[src/hw/rtl/fzrrip_pkg.sv]
// Shared types, constants and the insertion table of the fuzzy RRIP policy.
`timescale 1ns / 1ps

package fzrrip_pkg;

  // Policy sizing
  localparam int unsigned RrpvBits = 2;
  localparam int unsigned HeatMax  = 31;

  // Field widths
  localparam int unsigned RrpvW  = 2;
  localparam int unsigned HeatW  = 5;
  localparam int unsigned TickW  = 64;
  localparam int unsigned CntW   = 32;
  localparam int unsigned RowW   = 3;
  localparam int unsigned AlphaW = 7;
  localparam int unsigned CfgIdxW  = 2;
  localparam int unsigned CfgDataW = 32;

  // Configuration register indexes
  localparam logic [CfgIdxW-1:0] CfgImmThr   = 2'd0;
  localparam logic [CfgIdxW-1:0] CfgNearThr  = 2'd1;
  localparam logic [CfgIdxW-1:0] CfgTuneIntv = 2'd2;
  localparam logic [CfgIdxW-1:0] CfgHitZero  = 2'd3;

  // Configuration and miss-row reset values
  localparam logic [AlphaW-1:0] ImmThrRst   = 7'd85;
  localparam logic [AlphaW-1:0] NearThrRst  = 7'd40;
  localparam logic [CntW-1:0]   TuneIntvRst = 32'd1000000;
  localparam logic [RowW-1:0]   MissRowRst  = 3'd3;

  // Largest RRPV the policy uses, at the width of the field
  localparam logic [RrpvW-1:0] RrpvMax = RrpvW'((1 << RrpvBits) - 1);

  typedef enum logic [1:0] {
    CLS_IMMEDIATE = 2'd0,
    CLS_NEAR      = 2'd1,
    CLS_DISTANT   = 2'd2,
    CLS_HIT       = 2'd3
  } insert_class_e;

  // One request as seen by the interval tuner
  typedef struct packed {
    logic             fire;
    logic             miss;
    logic [TickW-1:0] now;
  } tune_req_t;

  // Insertion confidence in hundredths, by miss-rate row and heat column
  localparam logic [0:7][0:7][AlphaW-1:0] FzTable = '{
    '{7'd90, 7'd90, 7'd92, 7'd94, 7'd96, 7'd98, 7'd99, 7'd100},
    '{7'd80, 7'd82, 7'd86, 7'd90, 7'd94, 7'd97, 7'd99, 7'd100},
    '{7'd60, 7'd65, 7'd75, 7'd82, 7'd90, 7'd95, 7'd98, 7'd100},
    '{7'd40, 7'd45, 7'd60, 7'd72, 7'd84, 7'd92, 7'd97, 7'd100},
    '{7'd20, 7'd25, 7'd45, 7'd62, 7'd78, 7'd90, 7'd96, 7'd100},
    '{7'd10, 7'd12, 7'd30, 7'd50, 7'd70, 7'd86, 7'd94, 7'd99},
    '{7'd5,  7'd8,  7'd20, 7'd40, 7'd62, 7'd82, 7'd92, 7'd98},
    '{7'd2,  7'd5,  7'd15, 7'd32, 7'd55, 7'd78, 7'd90, 7'd97}
  };

  function automatic logic [AlphaW-1:0] fz_alpha(input logic [RowW-1:0] row,
                                                 input logic [2:0] col);
    return FzTable[row][col];
  endfunction

endpackage

[src/hw/rtl/fzrrip_tuner.sv]
// Interval counters and miss-rate row retuning of the fuzzy RRIP policy.
`timescale 1ns / 1ps

module fzrrip_tuner (
  input  logic                              clk_i,
  input  logic                              rst_ni,
  input  fzrrip_pkg::tune_req_t             req_i,
  input  logic [fzrrip_pkg::CntW-1:0]       tune_interval_i,
  output logic [fzrrip_pkg::RowW-1:0]       miss_row_o
);

  logic [fzrrip_pkg::CntW-1:0]  miss_cnt_q, miss_cnt_d;
  logic [fzrrip_pkg::CntW-1:0]  acc_cnt_q, acc_cnt_d;
  logic [fzrrip_pkg::RowW-1:0]  row_q, row_d;
  logic [fzrrip_pkg::TickW-1:0] last_tick_q, last_tick_d;

  logic [fzrrip_pkg::CntW-1:0]  miss_inc, acc_inc, intv;
  logic [fzrrip_pkg::TickW:0]   next_sum;
  logic [fzrrip_pkg::TickW-1:0] next_tick;
  logic [39:0]                  scaled;
  logic [fzrrip_pkg::RowW-1:0]  new_row;
  logic                         retune;

  // Count the request with saturation
  assign acc_inc  = (&acc_cnt_q) ? acc_cnt_q : acc_cnt_q + 1'b1;
  assign miss_inc = (req_i.miss && !(&miss_cnt_q)) ? miss_cnt_q + 1'b1 : miss_cnt_q;

  // Saturating deadline of the current interval
  assign intv      = (tune_interval_i == '0) ? fzrrip_pkg::CntW'(1) : tune_interval_i;
  assign next_sum  = {1'b0, last_tick_q} + {33'b0, intv};
  assign next_tick = next_sum[fzrrip_pkg::TickW] ? '1 : next_sum[fzrrip_pkg::TickW-1:0];
  assign retune    = (req_i.now >= next_tick);

  // Row is the largest k up to 7 with k*accesses <= 20*misses
  assign scaled = {4'b0, miss_inc, 4'b0} + {6'b0, miss_inc, 2'b0};
  always_comb begin
    new_row = '0;
    for (int j = 1; j < 8; j++) begin
      if (40'(j) * {8'b0, acc_inc} <= scaled) begin
        new_row = fzrrip_pkg::RowW'(j);
      end
    end
  end

  // Advance counters, retune on interval end
  always_comb begin
    miss_cnt_d  = miss_cnt_q;
    acc_cnt_d   = acc_cnt_q;
    row_d       = row_q;
    last_tick_d = last_tick_q;
    if (req_i.fire) begin
      if (retune) begin
        if (acc_inc != '0) begin
          row_d = new_row;
        end
        miss_cnt_d  = '0;
        acc_cnt_d   = '0;
        last_tick_d = req_i.now;
      end else begin
        miss_cnt_d = miss_inc;
        acc_cnt_d  = acc_inc;
      end
    end
  end

  always_ff @(posedge clk_i or negedge rst_ni) begin
    if (!rst_ni) begin
      miss_cnt_q  <= '0;
      acc_cnt_q   <= '0;
      row_q       <= fzrrip_pkg::MissRowRst;
      last_tick_q <= '0;
    end else begin
      miss_cnt_q  <= miss_cnt_d;
      acc_cnt_q   <= acc_cnt_d;
      row_q       <= row_d;
      last_tick_q <= last_tick_d;
    end
  end

  assign miss_row_o = row_q;

endmodule

[src/hw/rtl/fuzzy_rrip_insertion_policy.sv]
// Top level of the fuzzy RRIP insertion and promotion policy.
//
// Takes one hit or miss request per cycle while the result channel does not
// stall, and returns one result per request, in order. A request is registered
// on acceptance and moves to the result register once that register is free or
// its result is taken; the result then shows on the output until taken. The
// rate is set by the single logic stage between the input register and the
// result register (table lookup with the threshold compares, and the 64-bit
// interval deadline compare in the tuner). A stalled result holds the result
// register and the input register absorbs one more request. Configuration
// writes take effect at once and belong in idle periods.
`timescale 1ns / 1ps

module fuzzy_rrip_insertion_policy (
  input  logic                                clk_i,
  input  logic                                rst_ni,
  // Configuration write port
  input  logic                                cfg_we_i,
  input  logic [fzrrip_pkg::CfgIdxW-1:0]      cfg_idx_i,
  input  logic [fzrrip_pkg::CfgDataW-1:0]     cfg_wdata_i,
  // Request channel
  input  logic                                in_valid_i,
  output logic                                in_ready_o,
  input  logic                                func_i,
  input  logic [fzrrip_pkg::RrpvW-1:0]        line_rrpv_i,
  input  logic [fzrrip_pkg::HeatW-1:0]        line_heat_i,
  input  logic [fzrrip_pkg::TickW-1:0]        now_tick_i,
  // Result channel
  output logic                                out_valid_o,
  input  logic                                out_ready_i,
  output logic [fzrrip_pkg::RrpvW-1:0]        new_rrpv_o,
  output logic [fzrrip_pkg::HeatW-1:0]        new_heat_o,
  output logic [1:0]                          insert_class_o
);

  // Configuration registers
  logic [fzrrip_pkg::AlphaW-1:0] imm_thr_q;
  logic [fzrrip_pkg::AlphaW-1:0] near_thr_q;
  logic [fzrrip_pkg::CntW-1:0]   tune_intv_q;
  logic                          hit_zero_q;

  // Input register
  logic                          in_vld_q;
  logic                          func_q;
  logic [fzrrip_pkg::RrpvW-1:0]  rrpv_q;
  logic [fzrrip_pkg::HeatW-1:0]  heat_q;
  logic [fzrrip_pkg::TickW-1:0]  tick_q;

  // Result register
  logic                          out_vld_q;
  logic [fzrrip_pkg::RrpvW-1:0]  res_rrpv_q, res_rrpv_d;
  logic [fzrrip_pkg::HeatW-1:0]  res_heat_q, res_heat_d;
  fzrrip_pkg::insert_class_e     res_cls_q, res_cls_d;

  logic                          advance;
  logic                          in_fire;
  logic [fzrrip_pkg::RrpvW-1:0]  rrpv_clamp;
  logic [fzrrip_pkg::RowW-1:0]   miss_row;
  logic [fzrrip_pkg::AlphaW-1:0] alpha;
  fzrrip_pkg::tune_req_t         tune_req;

  // Move a request to the result register when that register frees up
  assign advance    = in_vld_q && (!out_vld_q || out_ready_i);
  assign in_ready_o = !in_vld_q || advance;
  assign in_fire    = in_valid_i && in_ready_o;

  // Write configuration
  always_ff @(posedge clk_i or negedge rst_ni) begin
    if (!rst_ni) begin
      imm_thr_q   <= fzrrip_pkg::ImmThrRst;
      near_thr_q  <= fzrrip_pkg::NearThrRst;
      tune_intv_q <= fzrrip_pkg::TuneIntvRst;
      hit_zero_q  <= 1'b0;
    end else if (cfg_we_i) begin
      unique case (cfg_idx_i)
        fzrrip_pkg::CfgImmThr:   imm_thr_q   <= cfg_wdata_i[fzrrip_pkg::AlphaW-1:0];
        fzrrip_pkg::CfgNearThr:  near_thr_q  <= cfg_wdata_i[fzrrip_pkg::AlphaW-1:0];
        fzrrip_pkg::CfgTuneIntv: tune_intv_q <= cfg_wdata_i;
        fzrrip_pkg::CfgHitZero:  hit_zero_q  <= cfg_wdata_i[0];
        default: ;
      endcase
    end
  end

  // Capture the request
  always_ff @(posedge clk_i or negedge rst_ni) begin
    if (!rst_ni) begin
      in_vld_q <= 1'b0;
    end else if (in_ready_o) begin
      in_vld_q <= in_valid_i;
    end
  end

  always_ff @(posedge clk_i) begin
    if (in_fire) begin
      func_q <= func_i;
      rrpv_q <= line_rrpv_i;
      heat_q <= line_heat_i;
      tick_q <= now_tick_i;
    end
  end

  // Interval counters see each request as it leaves the input register
  assign tune_req.fire = advance;
  assign tune_req.miss = func_q;
  assign tune_req.now  = tick_q;

  fzrrip_tuner u_tuner (
    .clk_i           (clk_i),
    .rst_ni          (rst_ni),
    .req_i           (tune_req),
    .tune_interval_i (tune_intv_q),
    .miss_row_o      (miss_row)
  );

  // Promote on a hit, classify on a miss using the row held before this request
  assign rrpv_clamp = (rrpv_q > fzrrip_pkg::RrpvMax) ? fzrrip_pkg::RrpvMax : rrpv_q;
  assign alpha      = fzrrip_pkg::fz_alpha(miss_row, heat_q[fzrrip_pkg::HeatW-1:2]);

  always_comb begin
    if (!func_q) begin
      if (hit_zero_q) begin
        res_rrpv_d = '0;
      end else if (rrpv_clamp != '0) begin
        res_rrpv_d = rrpv_clamp - 1'b1;
      end else begin
        res_rrpv_d = '0;
      end
      if (8'(heat_q) < 8'(fzrrip_pkg::HeatMax)) begin
        res_heat_d = heat_q + 1'b1;
      end else begin
        res_heat_d = heat_q;
      end
      res_cls_d = fzrrip_pkg::CLS_HIT;
    end else begin
      priority if (alpha > imm_thr_q) begin
        res_rrpv_d = '0;
        res_cls_d  = fzrrip_pkg::CLS_IMMEDIATE;
      end else if (alpha > near_thr_q) begin
        res_rrpv_d = fzrrip_pkg::RrpvMax - 1'b1;
        res_cls_d  = fzrrip_pkg::CLS_NEAR;
      end else begin
        res_rrpv_d = fzrrip_pkg::RrpvMax;
        res_cls_d  = fzrrip_pkg::CLS_DISTANT;
      end
      res_heat_d = (heat_q != '0) ? fzrrip_pkg::HeatW'(1) : '0;
    end
  end

  // Hold the result until taken
  always_ff @(posedge clk_i or negedge rst_ni) begin
    if (!rst_ni) begin
      out_vld_q <= 1'b0;
    end else if (!out_vld_q || out_ready_i) begin
      out_vld_q <= in_vld_q;
    end
  end

  always_ff @(posedge clk_i) begin
    if (advance) begin
      res_rrpv_q <= res_rrpv_d;
      res_heat_q <= res_heat_d;
      res_cls_q  <= res_cls_d;
    end
  end

  assign out_valid_o    = out_vld_q;
  assign new_rrpv_o     = res_rrpv_q;
  assign new_heat_o     = res_heat_q;
  assign insert_class_o = res_cls_q;

endmodule
[config.mk]
export PLATFORM = sky130hd
export DESIGN_NAME = fuzzy_rrip_insertion_policy
export DESIGN_NICKNAME = d
export VERILOG_FILES = /design/src/hw/rtl/fzrrip_pkg.sv /design/src/hw/rtl/fzrrip_tuner.sv /design/src/hw/rtl/fuzzy_rrip_insertion_policy.sv
export SDC_FILE = /design/constraint.sdc
export NUM_CORES = 1
export LEC_CHECK = 0
export ABC_CLOCK_PERIOD_IN_PS = 8640
export BUFFER_PORTS_ARGS = -buffer_cell sky130_fd_sc_hd__buf_2
export CORE_ASPECT_RATIO = 1.5
export CORE_UTILIZATION = 45
export CTS_BUF_LIST = sky130_fd_sc_hd__clkbuf_16
export DETAILED_ROUTE_END_ITERATION = 10
export GPL_TIMING_DRIVEN = 0
export PLACE_DENSITY_LB_ADDON = 0.08
export SLEW_MARGIN = 25
export SYNTH_ARGS = -nofsm -noshare
export SYNTH_HDL_FRONTEND = slang
export SYNTH_SLANG_ARGS = --single-unit
export TNS_END_PERCENT = 30
[constraint.sdc]
create_clock -name clk_i -period 8.64 [get_ports clk_i]
set_clock_uncertainty 0.1 [all_clocks]
set_input_delay 1.728 -clock clk_i [delete_from_list [all_inputs] [get_ports clk_i]]
set_output_delay 1.728 -clock clk_i [all_outputs]
set_load 0.02 [all_outputs]
==> results_dict.tcl <==
set metrics [dict create \
    slew-limit-headroom_pct 25.8 \
    fin_crit_ns 8.40 \
    dp_hpwl_um 72700 \
    totalWireLength_um 91100 \
    cts.reportedPaths.clkPinSlew_ns 0.08 \
    grt_pass1_wl_um 142000 \
    layout-drive-gt1-share_pct 13.5 \
    numCtsBuffers 25 \
    required_ns 9.05 \
    netlist_area_mm2 0.0285 \
    synth_common_cells "ha_1 (502), nand2_1 (246), a21oi_1 (237), o21ai_0 (212), nor2_1 (206)" \
    nNetsFinal 4041 \
    hold_viol 0 \
    drt_iter0_drc 1169 \
    rows 112 \
    synth_area_leaders "ha_1 (22%), dfrtp_1 (14%), edfxtp_1 (8.5%), xnor2_1 (4.4%), a21oi_1 (4.2%)" \
    pin_count 122 \
    dr.pass1.iters 5 \
    fin_crit_sh_pct 97.2 \
    avgViaCountPerCell 6.03 \
    avgSynthCellArea_um2 8.88 \
    dieArea_mm2 0.0644 \
    ir_drop_mv 0.178 \
    synth_area_leader_cell "ha_1" \
    clock_insertion_delay_worst_skew_ns 0.58 \
    synth_seq_cells 261 \
    hold_class "reg -> reg" \
    synth_nets 3858 \
    synth-warning-count 0 \
    cap_violations 0 \
    die_h_um 310 \
    cts_tree "done" \
    synth_most_common_cell "ha_1" \
    cp.arrival_ns 8.81 \
    postLayoutCellArea_mm2 0.0319 \
    cp-end-kind "flip-flop" \
    synthArstFlopShare_pct 69.0 \
    cts.path.max_buffers 3 \
    critPathMaxFanout 10 \
    htreeDepth 1 \
    vias 25400 \
    holdBufCountCts 0 \
    timing.fmax_mhz 119 \
    ant_nets 0 \
    grt_usage_pct 28.1 \
    post_drt_wl_per_cell_um 21.6 \
    drv_slew 0 \
    numClockSinks 261 \
    status "completed" \
    grt_pass1_vias 26200 \
    worst-setup-path-type "reg -> reg" \
    io_buffers 121 \
    synthCells 3209 \
    root_buffer "clkbuf_16" \
    placed_cell_area_mm2 0.0304 \
    ys_types 95 \
    worst_slew_pin_slew_ns 1.11 \
    leakage_nw 15.2 \
    cpPeakStageDelay_ns 0.49 \
    antenna_found_initial 1 \
    dieWidth_um 207 \
    cp-start-kind "flip-flop" \
    slowest_stage "nor4_4" \
    synthFlopType "dfrtp_1" \
    start_util_pct 45.7 \
    area_delta_synth_final_pct 11.8 \
    drcViolationCount 0 \
    netlist.area_leader.share_pct 22.0 \
    grt_overflow 0 \
    grt_max_degree 88 \
    core_area_mm2 0.0624 \
    power_mw 7.24 \
    num-fill-cells 5842 \
    finalWeightedCongestion 0.944 \
    synth_edf_count 81 \
    powerDensity_mw_per_mm2 227 \
    setup_viol 0 \
    yosysSeqAreaShare_pct 24.4 \
]
==> stage by stage <==
step | util, % | TNS (ns) | instances | hold slack (ns) | setup slack (ns)
floorplan | - | 0 | 3209 | 0.357 | 1.66
global placement | 48.3 | -324.49 | 4128 | 0.378 | -2.90
detailed placement | 48.7 | -278.28 | 4134 | 0.400 | -2.45
CTS | 50.4 | -0.200 | 4185 | 0.414 | -0.113
global route | 51.1 | -0.0506 | 4210 | 0.425 | -0.0254
finish | 51.1 | 0 | 4210 | 0.410 | 0.242
==> final timing paths <==
kind	start	end	slack (ns)	depth (start not counted)
setup / recovery	u_tuner.acc_cnt_q[0]	u_tuner.miss_row_o[1]	0.24	32
hold / removal	tick_q[55]	u_tuner.last_tick_q[55]	0.41	2
setup reg to reg	u_tuner.acc_cnt_q[0]	u_tuner.miss_row_o[1]	0.24	32
hold reg to reg	tick_q[55]	u_tuner.last_tick_q[55]	0.41	2
max in group asynchronous	rst_ni	u_tuner.miss_row_o[1]	6.42	3
min in group asynchronous	rst_ni	u_tuner.last_tick_q[37]	0.91	1
==> what timing repair did <==
item,in CTS,in global routing
endpoints found under the setup margin,131,129
setup buffers,7,26
resized for setup,45,54
pin swaps,3,12
endpoints found under the hold margin,0,0
==> registers in the layout (all words and copies together), names as in the netlist <==
name                 flops
func_q                   1
heat_q                   5
hit_zero_q               1
imm_thr_q                7
in_vld_q                 1
insert_class_o           2
near_thr_q               7
new_heat_o               5
new_rrpv_o               2
out_valid_o              1
rrpv_q                   2
tick_q                  64
tune_intv_q             32
u_tuner.acc_cnt_q       32
u_tuner.last_tick_q     64
u_tuner.miss_cnt_q      32
u_tuner.miss_row_o       3
==> area by class of cell <==
class | instances | area, um2 | share of cell area (%)
antenna | 1 | 2.50 | 0.00786
buffer | 106 | 442 | 1.39
clock buffer | 25 | 626 | 1.96
clock inverter | 21 | 218 | 0.683
inverter | 131 | 503 | 1.58
multi-input combinational | 2707 | 21100 | 66.4
sequential | 261 | 6960 | 21.8
tap | 798 | 998 | 3.13
timing repair buffer | 160 | 972 | 3.05
==> metal layers <==
| metal | wire length, um | global-route usage [%] | part of all wire, % |
|---|---|---|---|
| met1 | 34600 | 29.3 | 38 |
| met3 | 2920 | 2.51 | 3.2 |
| met5 | 0 | 0 | 0 |
| met2 | 47100 | 53.5 | 52 |
| met4 | 6510 | 19.1 | 7.2 |
==> placed cells by master (no fill, tap or decap), types with 16 or more instances in the layout <==
master	n
ha_1	502
nand2_1	246
a21oi_1	234
o21ai_0	207
nor2_1	197
dfrtp_1	165
xnor2_1	126
buf_2	125
inv_1	121
a21o_1	108
mux2_2	103
nand3_1	91
edfxtp_1	81
clkbuf_1	79
nand4_1	72
nor3_1	64
o31ai_1	60
xor2_1	53
and3_1	49
nor2b_1	47
o21a_1	44
nand2b_1	40
buf_4	38
fa_1	36
o211ai_1	33
a211oi_1	29
clkbuf_16	25
o21bai_1	24
a31oi_1	22
and2_1	21
xnor2_2	17
or2_2	17
and4_1	16
==> power breakdown <==
| group | internal [mW] | total [mW] | switching [mW] |
|---|---|---|---|
| clock network | 0.653 | 1.18 | 0.529 |
| registers | 1.54 | 1.75 | 0.214 |
| logic | 1.76 | 4.31 | 2.55 |
==> worst max-delay path, delay by kind of cell (launching register included) <==
kind	cells	cell delay, ns
and+or+nand+nor	12	2.95
xor gates and xnor gates	2	0.36
AOI/OAI and AO/OA	12	2.95
DFF	1	0.46
buffers and inverters	3	0.53
adders and majority gates	3	0.93
==> cell families (layout without fill, tap and decap cells) <==
logic type	Yosys count	after routing	synth area share [%]
adder cells (fa/ha/maj)	540	540	24.6
AND/OR/NAND/NOR	942	942	16.5
flip-flops	261	261	24.4
XOR/XNOR	208	208	6.42
buffers and inverters	241	443	3.23
AO/OA/AOI/OAI	906	906	20.4
other	0	1	0
multiplexers	111	111	4.35
No activity file was read; power rests on OpenSTA's default activity.
